--- config.mk ---
export PLATFORM = sky130hd
export DESIGN_NAME = sensor_channel_conditioner_core
export DESIGN_NICKNAME = d
export VERILOG_FILES = /design/src/scc_pkg.sv /design/src/scc_ram.sv /design/src/scc_serdiv.sv /design/src/scc_window.sv /design/src/sensor_channel_conditioner_core.sv
export SDC_FILE = /design/constraint.sdc
export NUM_CORES = 2
export LEC_CHECK = 0
export BUFFER_PORTS_ARGS = -buffer_cell sky130_fd_sc_hd__buf_2
export CAP_MARGIN = 0
export CELL_PAD_IN_SITES_DETAIL_PLACEMENT = 1
export CELL_PAD_IN_SITES_GLOBAL_PLACEMENT = 2
export CORE_MARGIN = 1
export CORE_UTILIZATION = 25
export DETAILED_ROUTE_END_ITERATION = 8
export HOLD_SLACK_MARGIN = 0.06
export PLACE_DENSITY = 0.61
export SETUP_SLACK_MARGIN = 0.3
export SLEW_MARGIN = 20
export SYNTH_ARGS = -nofsm -noshare
export SYNTH_HDL_FRONTEND = slang
export SYNTH_SLANG_ARGS = --single-unit
--- constraint.sdc ---
create_clock -name clk -period 6.6 [get_ports clk]
set_clock_uncertainty 0.15 [all_clocks]
set_input_delay 1.98 -clock clk [delete_from_list [all_inputs] [get_ports clk]]
set_output_delay 1.98 -clock clk [all_outputs]
set_load 0.02 [all_outputs]
--- src/scc_pkg.sv ---
// Shared constants for the sensor channel conditioner: field widths, opcodes,
// channel and register codes, check limits and reset values.
// No dependencies.
`default_nettype none

package scc_pkg;

    localparam int DATA_W     = 16;
    localparam int WINDOW_DEF = 8;

    localparam logic [2:0] OP_CO2      = 3'd0;
    localparam logic [2:0] OP_CO2_POLL = 3'd1;
    localparam logic [2:0] OP_LIGHT    = 3'd2;
    localparam logic [2:0] OP_SOIL     = 3'd3;
    localparam logic [2:0] OP_CLIMATE  = 3'd4;

    localparam logic [1:0] CH_CLIMATE = 2'd0;
    localparam logic [1:0] CH_CO2     = 2'd1;
    localparam logic [1:0] CH_LIGHT   = 2'd2;
    localparam logic [1:0] CH_SOIL    = 2'd3;

    localparam logic [1:0] REG_CO2_MAX    = 2'd0;
    localparam logic [1:0] REG_FAIL_LIMIT = 2'd1;
    localparam logic [1:0] REG_CO2_STALE  = 2'd2;

    localparam logic [15:0] CO2_MAX_RST    = 16'd5000;
    localparam logic [7:0]  FAIL_LIMIT_RST = 8'd3;
    localparam logic [15:0] CO2_STALE_RST  = 16'd5000;
    localparam logic [7:0]  STATUS_RST     = 8'h0F;

    localparam logic [11:0]        ADC_SAT  = 12'hFFF;
    localparam logic signed [15:0] TEMP_MIN = -16'sd400;
    localparam logic signed [15:0] TEMP_MAX = 16'sd800;
    localparam logic [15:0]        HUM_MAX  = 16'd1000;
    localparam logic [15:0]        TEMP_OFS = 16'd400;
    localparam logic [7:0]         FAIL_SAT = 8'hFF;

endpackage

`default_nettype wire

--- src/scc_ram.sv ---
// Generic single-port-write, single-port-read RAM with registered read data.
// No dependencies.
`default_nettype none

module scc_ram #(
    parameter int WIDTH = 16,
    parameter int DEPTH = 8
) (
    input  wire                                     clk,
    input  wire                                     wr_en,
    input  wire [((DEPTH > 1) ? $clog2(DEPTH) : 1)-1:0] wr_addr,
    input  wire [WIDTH-1:0]                         wr_data,
    input  wire                                     rd_en,
    input  wire [((DEPTH > 1) ? $clog2(DEPTH) : 1)-1:0] rd_addr,
    output logic [WIDTH-1:0]                        rd_data
);

    logic [WIDTH-1:0] mem_reg [DEPTH];
    logic [WIDTH-1:0] rd_data_reg;

    always_ff @(posedge clk)
    begin
        if (wr_en)
        begin
            mem_reg[wr_addr] <= wr_data;
        end
        if (rd_en)
        begin
            rd_data_reg <= mem_reg[rd_addr];
        end
    end

    assign rd_data = rd_data_reg;

endmodule

`default_nettype wire

--- src/scc_serdiv.sv ---
// Bit-serial restoring divider: one quotient bit per cycle.
// No dependencies.
`default_nettype none

module scc_serdiv #(
    parameter int NUM_W = 19,
    parameter int DEN_W = 4
) (
    input  wire              clk,
    input  wire              rst_n,
    input  wire              start,
    input  wire [NUM_W-1:0]  num,
    input  wire [DEN_W-1:0]  den,
    output logic             done,
    output logic [NUM_W-1:0] quot,
    output logic             rem_nz
);

    localparam int CW = $clog2(NUM_W + 1);

    logic [NUM_W-1:0] num_reg, num_next;
    logic [DEN_W-1:0] rem_reg, rem_next;
    logic [DEN_W-1:0] den_reg, den_next;
    logic [CW-1:0]    cnt_reg, cnt_next;
    logic             busy_reg, busy_next;
    logic             done_reg, done_next;
    logic [DEN_W:0]   trial;
    logic [DEN_W:0]   diff;
    logic             ge;

    always_comb
    begin
        trial     = {rem_reg, num_reg[NUM_W-1]};
        ge        = trial >= {1'b0, den_reg};
        diff      = trial - {1'b0, den_reg};
        num_next  = num_reg;
        rem_next  = rem_reg;
        den_next  = den_reg;
        cnt_next  = cnt_reg;
        busy_next = busy_reg;
        done_next = 1'b0;
        if (start)
        begin
            num_next  = num;
            rem_next  = '0;
            den_next  = den;
            cnt_next  = CW'(NUM_W);
            busy_next = 1'b1;
        end
        else if (busy_reg)
        begin
            num_next = {num_reg[NUM_W-2:0], ge};
            rem_next = ge ? diff[DEN_W-1:0] : trial[DEN_W-1:0];
            cnt_next = cnt_reg - 1'b1;
            if (cnt_reg == CW'(1))
            begin
                busy_next = 1'b0;
                done_next = 1'b1;
            end
        end
    end

    always_ff @(posedge clk or negedge rst_n)
    begin
        if (!rst_n)
        begin
            cnt_reg  <= '0;
            busy_reg <= 1'b0;
            done_reg <= 1'b0;
        end
        else
        begin
            cnt_reg  <= cnt_next;
            busy_reg <= busy_next;
            done_reg <= done_next;
        end
    end

    always_ff @(posedge clk)
    begin
        num_reg <= num_next;
        rem_reg <= rem_next;
        den_reg <= den_next;
    end

    assign done   = done_reg;
    assign quot   = num_reg;
    assign rem_nz = |rem_reg;

`ifndef SYNTH
    a_start_idle : assert property (@(posedge clk) disable iff (!rst_n)
        start |-> !busy_reg)
        else $error("divider started while busy");
    a_den_nonzero : assert property (@(posedge clk) disable iff (!rst_n)
        start |-> (den != '0))
        else $error("divider started with zero divisor");
    a_rem_below : assert property (@(posedge clk) disable iff (!rst_n)
        busy_reg |-> (rem_reg < den_reg))
        else $error("partial remainder not below divisor");
    a_done_end : assert property (@(posedge clk) disable iff (!rst_n)
        done_reg |-> !busy_reg)
        else $error("done raised while still iterating");
`endif

endmodule

`default_nettype wire

--- src/scc_window.sv ---
// Moving-average window: sample RAM, running sum, fill count and write position,
// feeding a bit-serial divider. Uses scc_pkg, scc_ram and scc_serdiv.
`default_nettype none

module scc_window #(
    parameter int WINDOW = scc_pkg::WINDOW_DEF
) (
    input  wire                          clk,
    input  wire                          rst_n,
    input  wire                          push,
    input  wire [scc_pkg::DATA_W-1:0]    data,
    output logic                         done,
    output logic [scc_pkg::DATA_W-1:0]   avg,
    output logic                         rem_nz
);

    localparam int AW    = (WINDOW > 1) ? $clog2(WINDOW) : 1;
    localparam int CNT_W = $clog2(WINDOW + 1);
    localparam int SUM_W = scc_pkg::DATA_W + $clog2(WINDOW);

    localparam logic [1:0] W_IDLE = 2'd0;
    localparam logic [1:0] W_UPD  = 2'd1;
    localparam logic [1:0] W_DIV  = 2'd2;

    logic [1:0]                 state_reg, state_next;
    logic [AW-1:0]              pos_reg, pos_next;
    logic [CNT_W-1:0]           fill_reg, fill_next;
    logic [SUM_W-1:0]           sum_reg, sum_next;
    logic [scc_pkg::DATA_W-1:0] data_reg, data_next;
    logic [scc_pkg::DATA_W-1:0] ram_rd_data;
    logic [scc_pkg::DATA_W-1:0] old;
    logic [SUM_W-1:0]           sum_new;
    logic [CNT_W-1:0]           fill_new;
    logic                       full;
    logic                       ram_wr;
    logic                       ram_rd;
    logic                       div_start;
    logic                       div_done;
    logic [SUM_W-1:0]           div_quot;

    always_comb
    begin
        full       = fill_reg == CNT_W'(WINDOW);
        old        = full ? ram_rd_data : '0;
        sum_new    = sum_reg - SUM_W'(old) + SUM_W'(data_reg);
        fill_new   = full ? fill_reg : fill_reg + 1'b1;
        ram_rd     = push && (state_reg == W_IDLE);
        state_next = state_reg;
        pos_next   = pos_reg;
        fill_next  = fill_reg;
        sum_next   = sum_reg;
        data_next  = data_reg;
        ram_wr     = 1'b0;
        div_start  = 1'b0;
        unique case (state_reg)
            W_IDLE:
            begin
                if (push)
                begin
                    data_next  = data;
                    state_next = W_UPD;
                end
            end
            W_UPD:
            begin
                ram_wr     = 1'b1;
                div_start  = 1'b1;
                sum_next   = sum_new;
                fill_next  = fill_new;
                pos_next   = (pos_reg == AW'(WINDOW - 1)) ? '0 : pos_reg + 1'b1;
                state_next = W_DIV;
            end
            W_DIV:
            begin
                if (div_done)
                begin
                    state_next = W_IDLE;
                end
            end
            default:
            begin
                state_next = W_IDLE;
            end
        endcase
    end

    always_ff @(posedge clk or negedge rst_n)
    begin
        if (!rst_n)
        begin
            state_reg <= W_IDLE;
            pos_reg   <= '0;
            fill_reg  <= '0;
            sum_reg   <= '0;
        end
        else
        begin
            state_reg <= state_next;
            pos_reg   <= pos_next;
            fill_reg  <= fill_next;
            sum_reg   <= sum_next;
        end
    end

    always_ff @(posedge clk)
    begin
        data_reg <= data_next;
    end

    scc_ram #(
        .WIDTH (scc_pkg::DATA_W),
        .DEPTH (WINDOW)
    ) u_ram (
        .clk     (clk),
        .wr_en   (ram_wr),
        .wr_addr (pos_reg),
        .wr_data (data_reg),
        .rd_en   (ram_rd),
        .rd_addr (pos_reg),
        .rd_data (ram_rd_data)
    );

    scc_serdiv #(
        .NUM_W (SUM_W),
        .DEN_W (CNT_W)
    ) u_div (
        .clk    (clk),
        .rst_n  (rst_n),
        .start  (div_start),
        .num    (sum_new),
        .den    (fill_new),
        .done   (div_done),
        .quot   (div_quot),
        .rem_nz (rem_nz)
    );

    assign done = div_done;
    assign avg  = div_quot[scc_pkg::DATA_W-1:0];

`ifndef SYNTH
    a_push_idle : assert property (@(posedge clk) disable iff (!rst_n)
        push |-> (state_reg == W_IDLE))
        else $error("sample pushed while window busy");
    a_fill_bound : assert property (@(posedge clk) disable iff (!rst_n)
        fill_reg <= CNT_W'(WINDOW))
        else $error("fill count beyond window depth");
    a_pos_tracks_fill : assert property (@(posedge clk) disable iff (!rst_n)
        (fill_reg != CNT_W'(WINDOW)) |-> (CNT_W'(pos_reg) == fill_reg))
        else $error("write position out of step with fill count");
`endif

endmodule

`default_nettype wire

--- src/sensor_channel_conditioner_core.sv ---
// Sensor channel conditioner top level: event decode, range checks, failure
// counters, status, APB registers and result register. Uses scc_pkg, scc_window.
//
// Each input word is one sensor event and yields one result word, the snapshot of
// all channels and the status byte. CO2 and poll events, rejected readings and
// unknown opcodes go from accept to the done state, which loads the output register
// once it is free. A good light, soil or climate reading first goes through its
// moving-average window and a bit-serial divider that resolves one quotient bit per
// cycle over the window sum. Climate readings run the temperature and humidity
// windows side by side. A finished result waits in the output register while the
// next word is accepted.
`default_nettype none

module sensor_channel_conditioner_core #(
    parameter int WINDOW = scc_pkg::WINDOW_DEF
) (
    input  wire                clk,
    input  wire                rst_n,
    input  wire                psel,
    input  wire                penable,
    input  wire                pwrite,
    input  wire [3:0]          paddr,
    input  wire [31:0]         pwdata,
    output logic [31:0]        prdata,
    output logic               pready,
    input  wire                in_valid,
    output logic               in_ready,
    input  wire [2:0]          opcode,
    input  wire                read_ok,
    input  wire [15:0]         reading,
    input  wire signed [15:0]  temp_tenths_in,
    input  wire [11:0]         light_adc_raw,
    input  wire [31:0]         now_ms,
    output logic               out_valid,
    input  wire                out_ready,
    output logic [15:0]        co2_value,
    output logic [15:0]        lux_avg,
    output logic [15:0]        soil_avg,
    output logic signed [10:0] temp_avg,
    output logic [9:0]         humidity_avg,
    output logic [7:0]         status_bits
);

    localparam logic [1:0] S_IDLE = 2'd0;
    localparam logic [1:0] S_BUSY = 2'd1;
    localparam logic [1:0] S_DONE = 2'd2;

    logic [1:0]  state_reg, state_next;
    logic [15:0] co2_max_reg, co2_max_next;
    logic [7:0]  fail_limit_reg, fail_limit_next;
    logic [15:0] co2_stale_reg, co2_stale_next;
    logic [7:0]  status_reg, status_next;
    logic [7:0]  fail_cnt_reg [4];
    logic [7:0]  fail_cnt_next [4];
    logic [31:0] co2_last_reg, co2_last_next;
    logic [15:0] co2_val_reg, co2_val_next;
    logic [15:0] lux_avg_reg, lux_avg_next;
    logic [15:0] soil_avg_reg, soil_avg_next;
    logic [10:0] temp_avg_reg, temp_avg_next;
    logic [9:0]  hum_avg_reg, hum_avg_next;
    logic        out_valid_reg, out_valid_next;
    logic [15:0] out_co2_reg, out_lux_reg, out_soil_reg;
    logic [10:0] out_temp_reg;
    logic [9:0]  out_hum_reg;
    logic [7:0]  out_status_reg;
    logic        out_load;

    logic        accept;
    logic        cfg_wr;
    logic        co2_good, light_good, climate_good, stale;
    logic [31:0] age;
    logic        rec_en, rec_ok;
    logic [1:0]  rec_ch;
    logic [7:0]  rec_cnt, rec_inc;
    logic        push_lux, push_soil, push_clim, any_push;
    logic [15:0] temp_ofs;
    logic        lux_done, soil_done, hum_done, temp_done, any_done;
    logic [15:0] lux_q, soil_q, hum_q, temp_q;
    logic        temp_rnz;
    logic        lux_rnz_unused, soil_rnz_unused, hum_rnz_unused;
    logic [15:0] temp_val;

    assign accept   = in_valid && in_ready;
    assign in_ready = state_reg == S_IDLE;
    assign cfg_wr   = psel && penable && pwrite && pready;
    assign pready   = 1'b1;
    assign temp_ofs = 16'(temp_tenths_in) + scc_pkg::TEMP_OFS;
    assign any_done = lux_done || soil_done || hum_done || temp_done;

    always_comb
    begin
        unique case (paddr[3:2])
            scc_pkg::REG_CO2_MAX:    prdata = {16'd0, co2_max_reg};
            scc_pkg::REG_FAIL_LIMIT: prdata = {24'd0, fail_limit_reg};
            scc_pkg::REG_CO2_STALE:  prdata = {16'd0, co2_stale_reg};
            default:                 prdata = '0;
        endcase
    end

    always_comb
    begin
        co2_max_next    = co2_max_reg;
        fail_limit_next = fail_limit_reg;
        co2_stale_next  = co2_stale_reg;
        if (cfg_wr)
        begin
            unique case (paddr[3:2])
                scc_pkg::REG_CO2_MAX:    co2_max_next    = pwdata[15:0];
                scc_pkg::REG_FAIL_LIMIT: fail_limit_next = pwdata[7:0];
                scc_pkg::REG_CO2_STALE:  co2_stale_next  = pwdata[15:0];
                default:                 co2_max_next    = co2_max_reg;
            endcase
        end
    end

    always_comb
    begin
        co2_good     = read_ok && (reading != 16'd0) && (reading <= co2_max_reg);
        age          = now_ms - co2_last_reg;
        stale        = age >= {16'd0, co2_stale_reg};
        light_good   = read_ok && (light_adc_raw != scc_pkg::ADC_SAT);
        climate_good = read_ok && (temp_tenths_in >= scc_pkg::TEMP_MIN)
                       && (temp_tenths_in <= scc_pkg::TEMP_MAX)
                       && (reading <= scc_pkg::HUM_MAX);
        rec_en    = 1'b0;
        rec_ok    = 1'b0;
        rec_ch    = scc_pkg::CH_CO2;
        push_lux  = 1'b0;
        push_soil = 1'b0;
        push_clim = 1'b0;
        unique case (opcode)
            scc_pkg::OP_CO2:
            begin
                rec_en = 1'b1;
                rec_ok = co2_good;
            end
            scc_pkg::OP_CO2_POLL:
            begin
                rec_en = stale;
            end
            scc_pkg::OP_LIGHT:
            begin
                rec_en   = 1'b1;
                rec_ch   = scc_pkg::CH_LIGHT;
                rec_ok   = light_good;
                push_lux = light_good;
            end
            scc_pkg::OP_SOIL:
            begin
                rec_en    = 1'b1;
                rec_ch    = scc_pkg::CH_SOIL;
                rec_ok    = read_ok;
                push_soil = read_ok;
            end
            scc_pkg::OP_CLIMATE:
            begin
                rec_en    = 1'b1;
                rec_ch    = scc_pkg::CH_CLIMATE;
                rec_ok    = climate_good;
                push_clim = climate_good;
            end
            default:
            begin
                rec_en = 1'b0;
            end
        endcase
        any_push = push_lux || push_soil || push_clim;
    end

    // failure bookkeeping for the channel this word touches, and the latest good CO2 value and time
    always_comb
    begin
        rec_cnt       = fail_cnt_reg[rec_ch];
        rec_inc       = rec_cnt + 8'd1;
        status_next   = status_reg;
        fail_cnt_next = fail_cnt_reg;
        co2_val_next  = co2_val_reg;
        co2_last_next = co2_last_reg;
        if (accept && rec_en)
        begin
            if (rec_ok)
            begin
                status_next[{1'b0, rec_ch}] = 1'b0;
                status_next[{1'b1, rec_ch}] = 1'b0;
                fail_cnt_next[rec_ch]       = 8'd0;
            end
            else
            begin
                status_next[{1'b0, rec_ch}] = 1'b1;
                if (rec_cnt != scc_pkg::FAIL_SAT)
                begin
                    fail_cnt_next[rec_ch] = rec_inc;
                    if (rec_inc >= fail_limit_reg)
                    begin
                        status_next[{1'b1, rec_ch}] = 1'b1;
                    end
                end
            end
        end
        if (accept && (opcode == scc_pkg::OP_CO2) && co2_good)
        begin
            co2_val_next  = reading;
            co2_last_next = now_ms;
        end
    end

    always_comb
    begin
        temp_val      = temp_q - scc_pkg::TEMP_OFS
                        + {15'd0, (temp_q < scc_pkg::TEMP_OFS) && temp_rnz};
        lux_avg_next  = lux_done ? lux_q : lux_avg_reg;
        soil_avg_next = soil_done ? soil_q : soil_avg_reg;
        hum_avg_next  = hum_done ? hum_q[9:0] : hum_avg_reg;
        temp_avg_next = temp_done ? temp_val[10:0] : temp_avg_reg;
    end

    always_comb
    begin
        state_next     = state_reg;
        out_load       = 1'b0;
        out_valid_next = out_valid_reg && !out_ready;
        unique case (state_reg)
            S_IDLE:
            begin
                if (accept)
                begin
                    state_next = any_push ? S_BUSY : S_DONE;
                end
            end
            S_BUSY:
            begin
                if (any_done)
                begin
                    state_next = S_DONE;
                end
            end
            S_DONE:
            begin
                if (!out_valid_reg || out_ready)
                begin
                    out_load       = 1'b1;
                    out_valid_next = 1'b1;
                    state_next     = S_IDLE;
                end
            end
            default:
            begin
                state_next = S_IDLE;
            end
        endcase
    end

    always_ff @(posedge clk or negedge rst_n)
    begin
        if (!rst_n)
        begin
            state_reg      <= S_IDLE;
            co2_max_reg    <= scc_pkg::CO2_MAX_RST;
            fail_limit_reg <= scc_pkg::FAIL_LIMIT_RST;
            co2_stale_reg  <= scc_pkg::CO2_STALE_RST;
            status_reg     <= scc_pkg::STATUS_RST;
            fail_cnt_reg   <= '{default: 8'd0};
            co2_last_reg   <= '0;
            co2_val_reg    <= '0;
            lux_avg_reg    <= '0;
            soil_avg_reg   <= '0;
            temp_avg_reg   <= '0;
            hum_avg_reg    <= '0;
            out_valid_reg  <= 1'b0;
        end
        else
        begin
            state_reg      <= state_next;
            co2_max_reg    <= co2_max_next;
            fail_limit_reg <= fail_limit_next;
            co2_stale_reg  <= co2_stale_next;
            status_reg     <= status_next;
            fail_cnt_reg   <= fail_cnt_next;
            co2_last_reg   <= co2_last_next;
            co2_val_reg    <= co2_val_next;
            lux_avg_reg    <= lux_avg_next;
            soil_avg_reg   <= soil_avg_next;
            temp_avg_reg   <= temp_avg_next;
            hum_avg_reg    <= hum_avg_next;
            out_valid_reg  <= out_valid_next;
        end
    end

    always_ff @(posedge clk)
    begin
        if (out_load)
        begin
            out_co2_reg    <= co2_val_reg;
            out_lux_reg    <= lux_avg_reg;
            out_soil_reg   <= soil_avg_reg;
            out_temp_reg   <= temp_avg_reg;
            out_hum_reg    <= hum_avg_reg;
            out_status_reg <= status_reg;
        end
    end

    assign out_valid    = out_valid_reg;
    assign co2_value    = out_co2_reg;
    assign lux_avg      = out_lux_reg;
    assign soil_avg     = out_soil_reg;
    assign temp_avg     = out_temp_reg;
    assign humidity_avg = out_hum_reg;
    assign status_bits  = out_status_reg;

    scc_window #(.WINDOW (WINDOW)) u_lux (
        .clk    (clk),
        .rst_n  (rst_n),
        .push   (accept && push_lux),
        .data   (reading),
        .done   (lux_done),
        .avg    (lux_q),
        .rem_nz (lux_rnz_unused)
    );

    scc_window #(.WINDOW (WINDOW)) u_soil (
        .clk    (clk),
        .rst_n  (rst_n),
        .push   (accept && push_soil),
        .data   (reading),
        .done   (soil_done),
        .avg    (soil_q),
        .rem_nz (soil_rnz_unused)
    );

    scc_window #(.WINDOW (WINDOW)) u_hum (
        .clk    (clk),
        .rst_n  (rst_n),
        .push   (accept && push_clim),
        .data   (reading),
        .done   (hum_done),
        .avg    (hum_q),
        .rem_nz (hum_rnz_unused)
    );

    // temperature is stored offset to be non-negative; fix truncation toward zero
    scc_window #(.WINDOW (WINDOW)) u_temp (
        .clk    (clk),
        .rst_n  (rst_n),
        .push   (accept && push_clim),
        .data   (temp_ofs),
        .done   (temp_done),
        .avg    (temp_q),
        .rem_nz (temp_rnz)
    );

`ifndef SYNTH
    a_fault_needs_invalid : assert property (@(posedge clk) disable iff (!rst_n)
        (status_reg[7:4] & ~status_reg[3:0]) == 4'd0)
        else $error("fault bit set without invalid bit");
    a_count_needs_invalid : assert property (@(posedge clk) disable iff (!rst_n)
        !(((fail_cnt_reg[0] != 8'd0) && !status_reg[0])
          || ((fail_cnt_reg[1] != 8'd0) && !status_reg[1])
          || ((fail_cnt_reg[2] != 8'd0) && !status_reg[2])
          || ((fail_cnt_reg[3] != 8'd0) && !status_reg[3])))
        else $error("failure count held on a valid channel");
    a_done_when_busy : assert property (@(posedge clk) disable iff (!rst_n)
        any_done |-> (state_reg == S_BUSY))
        else $error("average finished outside busy state");
    a_clim_lockstep : assert property (@(posedge clk) disable iff (!rst_n)
        hum_done == temp_done)
        else $error("climate windows out of step");
`endif

endmodule

`default_nettype wire

==> flow_summary.yaml <==
sta:
  max-slew-margin-rel_pct: 26.0
  finalCriticalPeriod_ns: 6.08
  max_clock_freq_mhz: 164
  post-route-period-util_pct: 92.2
  rsz0062_at_grt: "false"
  maxSlewViolCount: 0
  worst_pin_slew_ns: 1.11
  hold_viol: 0
  report.final.setup_viol: 0
detailed_routing:
  avgViaCountPerCell: 4.36
  drc: 0
  routedWlPerCell_um: 19.4
  routed-via-count: 31500
  ant_nets: 0
  dr.pass1.iters: 7
  drt_wl_total_mm: 140
  drt_iter0_drc: 1628
cts:
  post-cts-setup-buffer-count: 0
  clk_pin_slew_ns: 0.06
  cts_tree: "yes"
  cts_sinks: 1149
  cts_buffers: 135
  h-tree-depth: 4
  cts-root-buf: "clkbuf_16"
  clock_latency_ns: 0.78
  cts_max_path_buffers: 3
floorplanning:
  io_pins: 235
  die-height_um: 462
  fp.coreArea_um2: 210000
  die_area_um2: 213000
  initial_core_util_pct: 25.2
  chipWidth_um: 462
  std_cell_rows: 168
finish:
  final_common_cell: "edfxtp_1"
  final_cell_mix: "809 x edfxtp_1, 404 x inv_1, 402 x nand2_1"
  stdcell_area_um2: 62600
  nNetsFinal: 4674
  drive_gt1_share_pct: 19.9
  final_core_util_pct: 29.8
  area_growth_pct: 18.4
  layout.cells.non_filler: 7218
  fill_cells: 22600
setup_path:
  crit_buf_inv: 3
  cp-end-kind: "flop"
  critPathMaxStageDelay_ns: 0.35
  setup.worst_path.start_class: "input pin"
  critPathMaxFanout: 7
  arrival_ns: 6.59
  cp_data_required_time_ns: 7.11
  crit_slowest_cell: "a311o_1"
  critPathTopFamily: "compound AO/OA/AOI/OAI gates"
  critPathKind: "input pin to flop"
flow_run:
  drv_cap: 0
place:
  gp_congestion: 0.774
  dp_cells: 6953
  dpl_cell_area_um2: 57900
  hpwlAfterDp_mm: 96.8
  io_buffers: 199
grt:
  grt_pass1_wl_mm: 215
  grt_pass1_vias: 33800
  grt-ovfl-total: 0
  grt_max_degree: 100
  antenna_found_initial: 15
  grt_usage_pct: 13.3
power:
  peakVddDrop_uv: 246
  powerDensity_nw_per_um2: 259
  power_leakage_nw: 24.2
logic_synthesis:
  syn_area_um2: 52900
  ys.flop_type: "edfxtp_1"
  syn_avg_cell_area_um2: 13.2
  yosysSeqAreaShare_pct: 61.9
  synth-edff-count: 809
  async_reset_ff_share_pct: 28.2
  netlist_instances: 3993
  yosysWarningCount: 0
  ys_types: 93
  ys_seq_elements: 1149
worst_hold_path:
  hold_class: "flop to flop"
status:
  outcome: "finished clean"
-- Yosys cell counts, drive strengths merged (57+ instances only) --
cell type  count  area share [%]
dfrtp        308              15
a21o          58            0.82
and2          76            0.90
mux2         196             4.2
inv          405             2.9
nor2         184             1.3
xnor2         79             1.3
a21oi        117             1.1
mux2i         57             1.1
edfxtp       809              46
fa            69             2.6
mux4          84             3.6
clkbuf       109            0.78
o21ai        207             2.0
ha           192             4.5
nand2        403             2.9
nor3          65            0.62
xor2          57            0.94
-- cells by family (layout without fill, tap and decap cells) --
family | Yosys count | after routing | synth area share [%]
flops | 1149 | 1149 | 61.9
other cells | 2 | 26 | 0.0142
buf+inv | 561 | 957 | 4.14
compound gates | 568 | 568 | 6.93
xor+xnor | 136 | 136 | 2.25
mux | 337 | 337 | 8.89
fa+ha+maj | 261 | 261 | 7.15
simple gates | 979 | 979 | 8.72
-- report_power, final --
group	total, mW	leakage (nW)	internal, mW	switching [mW]
Sequential	7.76	11.4	7.73	0.0376
Combinational	0.645	10.5	0.224	0.421
Clock	7.79	2.25	4.56	3.23
Total	16.2	24.2	12.5	3.69
-- layer usage --
metal	wire length [um]	GRT usage, %	vias to the layer above
li1	-	-	14900
met1	64000	17.4	15900
met2	67700	22.3	453
met3	4660	2.17	188
met4	3600	4.12	10
met5	81	0	-
-- worst paths after layout --
path	cells past startpoint	to	from	slack, ns
min reg2reg	0	co2_value[6]	co2_val_reg[6]	0.29
min in group asynchronous	1	co2_max_reg[13]	rst_n	1.03
max in group asynchronous	2	hum_avg_reg[2]	rst_n	4.00
min	0	co2_value[6]	co2_val_reg[6]	0.29
max reg2reg	18	u_soil.u_div.quot[18]	u_soil.fill_reg[0]	1.17
max	25	fail_cnt_reg[19]	now_ms[1]	0.52
-- stage by stage --
step	setup WS, ns	total power, mW	hold WS [ns]	TNS (ns)
6_report	0.516	16.2	0.294	0
5_1_grt	0.338	16.8	0.299	0
4_1_cts	0.430	16.5	0.295	0
3_5_place_dp	-0.427	8.58	0.281	-4.08
3_3_place_gp	-0.497	8.57	0.279	-4.92
2_1_floorplan	0.371	8.25	0.269	0
-- final cells by class --
| cell class | count | area [um2] | area share (%) |
|---|---|---|---|
| timing repair buffer | 300 | 1860 | 2.96 |
| clock inverter | 78 | 1020 | 1.63 |
| clock buffer | 173 | 3630 | 5.80 |
| multi-input combinational | 2298 | 18300 | 29.3 |
| inverter | 406 | 1520 | 2.43 |
| sequential | 1149 | 32700 | 52.3 |
| tap | 2805 | 3510 | 5.60 |
| antenna | 9 | 22.5 | 0.0360 |
-- timing repair --
item                                    CTS  global route
hold buffers                              0             0
resized for setup                         0             4
endpoints found under the setup margin    0             8
(Power assumes the default switching activity.)
